### src/rtl/psdl_pkg.sv
// Shared types and constants for the per-source datagram limiter.
// No dependencies; imported by the cell and the top level.
package psdl_pkg;

  localparam int unsigned Capacity = 16;
  localparam int unsigned OccW     = $clog2(Capacity + 1);
  localparam int unsigned KeyW     = 64;
  localparam int unsigned CountW   = 16;
  localparam int unsigned CfgIdxW  = 1;
  localparam int unsigned CfgDataW = 16;
  localparam int unsigned ActiveW  = 5;

  localparam logic [CfgIdxW-1:0] CfgDatagramLimit = 1'b0;
  localparam logic [CfgIdxW-1:0] CfgActiveEntries = 1'b1;

  localparam logic [CountW-1:0]  LimitReset  = CountW'(8);
  localparam logic [ActiveW-1:0] ActiveReset = ActiveW'(16);

  typedef enum logic [1:0] {
    StIdle,
    StLookup,
    StShift
  } state_e;

  // per-cell strobes from the controller
  typedef struct packed {
    logic shift;  // take key/count from the next cell up
    logic load;   // write the probe key with a count of one
    logic inc;    // bump the count
  } cell_ctrl_t;

endpackage

### src/rtl/per_source_datagram_limiter_top.sv
// Per-source datagram limiter: a chain of table cells plus the controller.
// An input beat is taken only in the idle state; its result beat is registered
// from the lookup state, which waits there while the output is stalled. A miss
// into a full table first drops entries in the shift state, one a cycle, then appends.
// Reset: occupancy zero, limit 8, active entries 16; table contents are not
// cleared, no clearing pass.
module per_source_datagram_limiter_top import psdl_pkg::*; (
  input  logic                clk_i,
  input  logic                rst_ni,
  input  logic                in_valid_i,
  output logic                in_stall_o,
  input  logic [15:0]         source_family_i,
  input  logic [15:0]         source_port_i,
  input  logic [31:0]         source_ip_i,
  output logic                out_valid_o,
  input  logic                out_stall_i,
  output logic                allowed_o,
  input  logic                cfg_we_i,
  input  logic [CfgIdxW-1:0]  cfg_idx_i,
  input  logic [CfgDataW-1:0] cfg_data_i
);

  state_e              state_q, state_d;
  logic [OccW-1:0]     occ_q, occ_d;
  logic [CountW-1:0]   limit_q;
  logic [ActiveW-1:0]  active_q;
  logic [KeyW-1:0]     key_q;
  logic                out_valid_q, out_valid_d;
  logic                allowed_q, allowed_d;

  logic [OccW-1:0]     lim_eff;
  logic [Capacity-1:0] match, under, hit;
  logic                any_hit, slot_free;
  logic                do_inc, do_shift, do_load;

  cell_ctrl_t          cell_ctrl [Capacity];
  logic [KeyW-1:0]     cell_key  [Capacity];
  logic [CountW-1:0]   cell_cnt  [Capacity];

  // configuration
  always_ff @(posedge clk_i or negedge rst_ni) begin
    if (!rst_ni) begin
      limit_q  <= LimitReset;
      active_q <= ActiveReset;
    end else if (cfg_we_i) begin
      case (cfg_idx_i)
        CfgDatagramLimit: limit_q  <= cfg_data_i;
        CfgActiveEntries: active_q <= cfg_data_i[ActiveW-1:0];
        default: ;
      endcase
    end
  end

  always_comb begin
    if (active_q == '0) begin
      lim_eff = OccW'(1);
    end else if (32'(active_q) > 32'(Capacity)) begin
      lim_eff = OccW'(Capacity);
    end else begin
      lim_eff = OccW'(active_q);
    end
  end

  // probe key held for the whole lookup / shift / append sequence
  always_ff @(posedge clk_i) begin
    if (in_valid_i && !in_stall_o) begin
      key_q <= {source_family_i, source_port_i, source_ip_i};
    end
  end

  // cell chain
  for (genvar i = 0; i < Capacity; i++) begin : g_cell
    logic [KeyW-1:0]   nb_key;
    logic [CountW-1:0] nb_cnt;

    if (i == Capacity - 1) begin : g_end
      assign nb_key = cell_key[i];
      assign nb_cnt = cell_cnt[i];
    end else begin : g_mid
      assign nb_key = cell_key[i+1];
      assign nb_cnt = cell_cnt[i+1];
    end

    assign hit[i] = match[i] && (OccW'(i) < occ_q);

    assign cell_ctrl[i].shift = do_shift;
    assign cell_ctrl[i].load  = do_load && (occ_q == OccW'(i));
    assign cell_ctrl[i].inc   = do_inc && hit[i] && under[i];

    psdl_cell u_cell (
      .clk_i       (clk_i),
      .ctrl_i      (cell_ctrl[i]),
      .probe_key_i (key_q),
      .limit_i     (limit_q),
      .nb_key_i    (nb_key),
      .nb_count_i  (nb_cnt),
      .key_o       (cell_key[i]),
      .count_o     (cell_cnt[i]),
      .match_o     (match[i]),
      .under_o     (under[i])
    );
  end

  assign any_hit   = |hit;
  assign slot_free = !out_valid_q || !out_stall_i;

  // controller
  always_comb begin
    state_d     = state_q;
    occ_d       = occ_q;
    out_valid_d = out_valid_q && out_stall_i;
    allowed_d   = allowed_q;
    do_inc      = 1'b0;
    do_shift    = 1'b0;
    do_load     = 1'b0;
    case (state_q)
      StIdle: begin
        if (in_valid_i) state_d = StLookup;
      end
      StLookup: begin
        if (slot_free) begin
          out_valid_d = 1'b1;
          if (any_hit) begin
            allowed_d = |(hit & under);
            do_inc    = 1'b1;
            state_d   = StIdle;
          end else begin
            allowed_d = 1'b1;
            if (occ_q >= lim_eff) begin
              state_d = StShift;
            end else begin
              do_load = 1'b1;
              occ_d   = occ_q + OccW'(1);
              state_d = StIdle;
            end
          end
        end
      end
      StShift: begin
        // drop oldest entries one a cycle until lim-1 remain, then append
        if (occ_q > lim_eff - OccW'(1)) begin
          do_shift = 1'b1;
          occ_d    = occ_q - OccW'(1);
        end else begin
          do_load = 1'b1;
          occ_d   = occ_q + OccW'(1);
          state_d = StIdle;
        end
      end
      default: state_d = StIdle;
    endcase
  end

  always_ff @(posedge clk_i or negedge rst_ni) begin
    if (!rst_ni) begin
      state_q     <= StIdle;
      occ_q       <= '0;
      out_valid_q <= 1'b0;
    end else begin
      state_q     <= state_d;
      occ_q       <= occ_d;
      out_valid_q <= out_valid_d;
    end
  end

  always_ff @(posedge clk_i) begin
    allowed_q <= allowed_d;
  end

  assign in_stall_o  = (state_q != StIdle);
  assign out_valid_o = out_valid_q;
  assign allowed_o   = allowed_q;

  // checks
  a_occ_bound: assert property (@(posedge clk_i) disable iff (!rst_ni)
    32'(occ_q) <= 32'(Capacity))
    else $error("occupancy beyond capacity");

  a_unique_hit: assert property (@(posedge clk_i) disable iff (!rst_ni)
    (state_q == StLookup) |-> $onehot0(hit))
    else $error("source key held in more than one live entry");

  a_accept_lookup: assert property (@(posedge clk_i) disable iff (!rst_ni)
    (in_valid_i && !in_stall_o) |=> (state_q == StLookup))
    else $error("accepted beat not looked up");

  a_result_src: assert property (@(posedge clk_i) disable iff (!rst_ni)
    $rose(out_valid_o) |-> $past(state_q == StLookup))
    else $error("result beat raised outside lookup");

endmodule

### src/rtl/psdl_cell.sv
// One table slot: source key and count, exact-match compare and limit test.
// Depends on psdl_pkg.
module psdl_cell import psdl_pkg::*; (
  input  logic              clk_i,
  input  cell_ctrl_t        ctrl_i,
  input  logic [KeyW-1:0]   probe_key_i,
  input  logic [CountW-1:0] limit_i,
  input  logic [KeyW-1:0]   nb_key_i,
  input  logic [CountW-1:0] nb_count_i,
  output logic [KeyW-1:0]   key_o,
  output logic [CountW-1:0] count_o,
  output logic              match_o,
  output logic              under_o
);

  logic [KeyW-1:0]   key_q, key_d;
  logic [CountW-1:0] count_q, count_d;

  always_comb begin
    key_d   = key_q;
    count_d = count_q;
    if (ctrl_i.load) begin
      key_d   = probe_key_i;
      count_d = CountW'(1);
    end else if (ctrl_i.shift) begin
      key_d   = nb_key_i;
      count_d = nb_count_i;
    end else if (ctrl_i.inc) begin
      count_d = count_q + CountW'(1);
    end
  end

  always_ff @(posedge clk_i) begin
    key_q   <= key_d;
    count_q <= count_d;
  end

  assign key_o   = key_q;
  assign count_o = count_q;
  assign match_o = (key_q == probe_key_i);
  assign under_o = (count_q < limit_i);

endmodule

### config.mk
export PLATFORM = sky130hd
export DESIGN_NAME = per_source_datagram_limiter_top
export DESIGN_NICKNAME = d
export VERILOG_FILES = /design/src/rtl/psdl_pkg.sv /design/src/rtl/per_source_datagram_limiter_top.sv /design/src/rtl/psdl_cell.sv
export SDC_FILE = /design/constraint.sdc
export NUM_CORES = 2
export LEC_CHECK = 0
export BUFFER_PORTS_ARGS = -buffer_cell sky130_fd_sc_hd__buf_2
export CAP_MARGIN = 20
export CORE_AREA = 2 2 453 455
export CTS_CLUSTER_DIAMETER = 120
export DETAILED_ROUTE_END_ITERATION = 10
export DIE_AREA = 0 0 455 457
export SYNTH_ARGS = -nofsm -noshare
export SYNTH_HDL_FRONTEND = slang
export SYNTH_SLANG_ARGS = --single-unit
### constraint.sdc
create_clock -name clk_i -period 5.4 [get_ports clk_i]
set_clock_uncertainty 0.05 [all_clocks]
set_input_delay 0.54 -clock clk_i [delete_from_list [all_inputs] [get_ports clk_i]]
set_output_delay 0.54 -clock clk_i [all_outputs]
set_load 0.02 [all_outputs]
==> flow_metrics.py <==
metrics = {
    "floorplan": {
        "rows": 166,
        "die_h_um": 457,
        "fp.dieW_um": 455,
        "coreArea_um2": 203000,
        "initial_core_util_pct": 39.7,
        "ios": 89,
        "die_area_um2": 208000,
    },
    "sta": {
        "slew_violations": 0,
        "finalSetupViolations": 0,
        "grt_setup_unrepaired": "false",
        "hold_viol_final": 0,
        "tns_ns": 0,
        "min_period_ns": 5.37,
        "fmax_mhz": 186,
        "worstMarginPinSlew_ns": 1.18,
        "slew_headroom_pct": 21.3,
        "period_share_pct": 99.5,
    },
    "worst_setup_path": {
        "critPathLaunchType": "flop",
        "regToRegSetupSlack_ns": 0.03,
        "cp-startpoint": "key_q[2]",
        "path_class": "reg -> reg",
        "r2r_start": "key_q[2]",
        "cp-end-kind": "flop",
        "cp.arrival_ns": 5.91,
        "crit_path_max_fanout": 62,
        "timing.rr.end": "g_cell[13].u_cell.key_o[44]",
        "r2r_cells": 15,
        "required_ns": 5.94,
    },
    "clocking": {
        "h-tree-depth": 4,
        "clock_path_buffers": 3,
        "cts_tree": "done",
        "clock_latency_ns": 0.87,
        "cts-root-buf": "clkbuf_16",
        "cts.sink_count": 1374,
        "clk_pin_slew_ns": 0.06,
        "cts_buffers": 159,
    },
    "place": {
        "routabilityCongestion": 1.03,
        "port_buffers": 88,
        "dp_hpwl_mm": 240,
        "dpl_cell_area_um2": 86900,
    },
    "global_routing": {
        "grt_pass1_wl_mm": 452,
        "grt_max_degree": 90,
        "first_global_vias": 59200,
        "grt.overflow.total": 0,
        "antenna_found_initial": 22,
        "grt_use_total_pct": 30.5,
    },
    "route": {
        "route.vias.total": 61200,
        "routedWlPerCell_um": 32.4,
        "ant_nets": 0,
        "drtIter0Drc": 7560,
        "drc": 0,
        "wirelength_mm": 324,
        "viasPerCell": 6.13,
        "drtPass1Iterations": 8,
    },
    "min_path": {
        "min_from": "source_ip_i[11]",
        "hold_end": "key_q[11]",
        "hold_path_depth": 1,
        "holdCritPathClass": "in -> reg",
    },
    "job": {
        "drv_cap": 0,
    },
    "layout": {
        "fin_nets": 7522,
        "drive_gt1_share_pct": 24.1,
        "syn_to_final_growth_pct": 15.1,
        "design_area_um2": 93000,
    },
    "pwr": {
        "p_total_mw": 41.6,
        "leakagePower_nw": 32.0,
        "p_per_area_nw_per_um2": 447,
        "ir_worst_vdd_v": 0.000341,
    },
    "logic_synthesis": {
        "synth_top_area_share_pct": 40.5,
        "yosysUniqueCellTypes": 83,
        "yosysMostFrequentCell": "edfxtp_1",
        "avgSynthCellArea_um2": 11.7,
        "synth_fp_nets": 7276,
        "yosys.area.top_type": "edfxtp_1",
        "synth-seq-cells": 1374,
        "synth_edf_count": 1089,
        "async_flop_share_pct": 2.11,
        "synth.yosys.warnings": 0,
        "ys.flop_type": "edfxtp_1",
        "synth_area_leaders": "edfxtp_1, mux2_2, xnor2_1",
        "synth_area_um2": 80800,
        "ys_top_cells_by_count": "edfxtp_1, mux2_2, xnor2_1",
        "ys_seq_area_share_pct": 47.7,
        "netlist_instances": 6915,
    },
    "run_status": {
        "status": "finished, final reports clean",
    },
}
==> area by class of cell <==
type                    instances  area, µm²
repair buffers                558       5670
flip-flops and latches       1374      38600
fillers                     18500     110000
clock inverters                94        976
multi-input cells            4970      39900
inverters                      98        372
diodes                          4       10.0
well taps                    2688       3360
clock buffers                 192       4150
==> state kept, by name, indices dropped and copies added, names as in the netlist <==
signal and flops:
key_q 64, g_cell.u_cell.key_o 1024, active_q 5, state_q 2, g_cell.u_cell.count_o 256, limit_q 16, allowed_o 1, occ_q 5
out_valid_o 1
==> how the worst max path moves through the flow <==
stage	to	slack, ns	depth (start not counted)
floorplan	g_cell[9].u_cell.key_o[0]	0.04	18
global placement	g_cell[10].u_cell.count_o[0]	-0.13	15
detailed placement	g_cell[13].u_cell.key_o[32]	0.04	14
CTS	g_cell[13].u_cell.key_o[32]	0.03	14
global route	g_cell[13].u_cell.key_o[17]	0.06	15
finish	g_cell[13].u_cell.key_o[44]	0.03	15
==> power breakdown <==
part	switching, mW	internal, mW
clock	4.85	6.11
combinational	8.92	5.54
sequential	2.46	13.7
total	16.2	25.3
==> metrics by stage <==
step	setup slack, ns	util (%)	hold WS, ns	std cells
floorplan	0.0436	-	0.194	6915
global placement	-0.132	42.8	0.471	9597
detailed placement	0.0419	42.8	0.481	9597
CTS	0.0281	45.7	0.00346	9964
global route	0.0578	45.7	0.0121	9974
finish	0.0277	45.7	0.0321	9978
==> layer usage <==
layer	wire length, µm	vias to the layer above	track usage (%)
met3	29200	888	6.49
met2	145000	3346	47.4
met4	20000	20	15.8
met5	141	-	0
li1	-	26300	-
met1	129000	30600	39.8
==> kinds of logic after synthesis <==
family	count (synthesis)	share of synthesized area, %
buffers and inverters	571	3.24
flip-flops	1374	47.7
adder cells (fa/ha/maj)	275	4.26
AO/OA/AOI/OAI	600	5.24
multiplexers	966	13.4
XOR/XNOR	1196	13.0
AND/OR/NAND/NOR	1933	13.2
==> what timing repair did <==
action,4_1_cts,5_1_grt
endpoints found under the hold margin,112,0
setup buffers,0,5
hold buffers,81,0
resized for setup,0,3
setup endpoints to repair,0,731
==> placed cells by master (no fill, tap or decap), types with 128 or more instances in the layout <==
cell type,Yosys,routed
a211oi_1,198,198
nand4_1,377,377
xor2_1,502,502
nand3_1,129,128
nand2_1,250,239
xnor2_1,693,693
dfxtp_1,256,256
clkbuf_16,0,159
buf_4,37,267
nor2_1,377,376
ha_1,275,275
edfxtp_1,1089,1089
mux2_2,929,929
nor4_1,258,248
==> worst max-delay path: stages (launching register included) <==
cell	delay, ns
edfxtp_1	0.62
buf_4	0.30
xnor2_1	0.27
nand2b_1	0.17
nor4_1	0.55
nand3_1	0.20
nor4_2	0.57
buf_4	0.31
a2111oi_1	0.11
and4_1	0.28
a31oi_4	0.21
buf_4	0.34
or4_2	0.24
buf_12	0.13
buf_12	0.29
mux2_2	0.38
No activity file was read; power rests on OpenSTA's default activity.
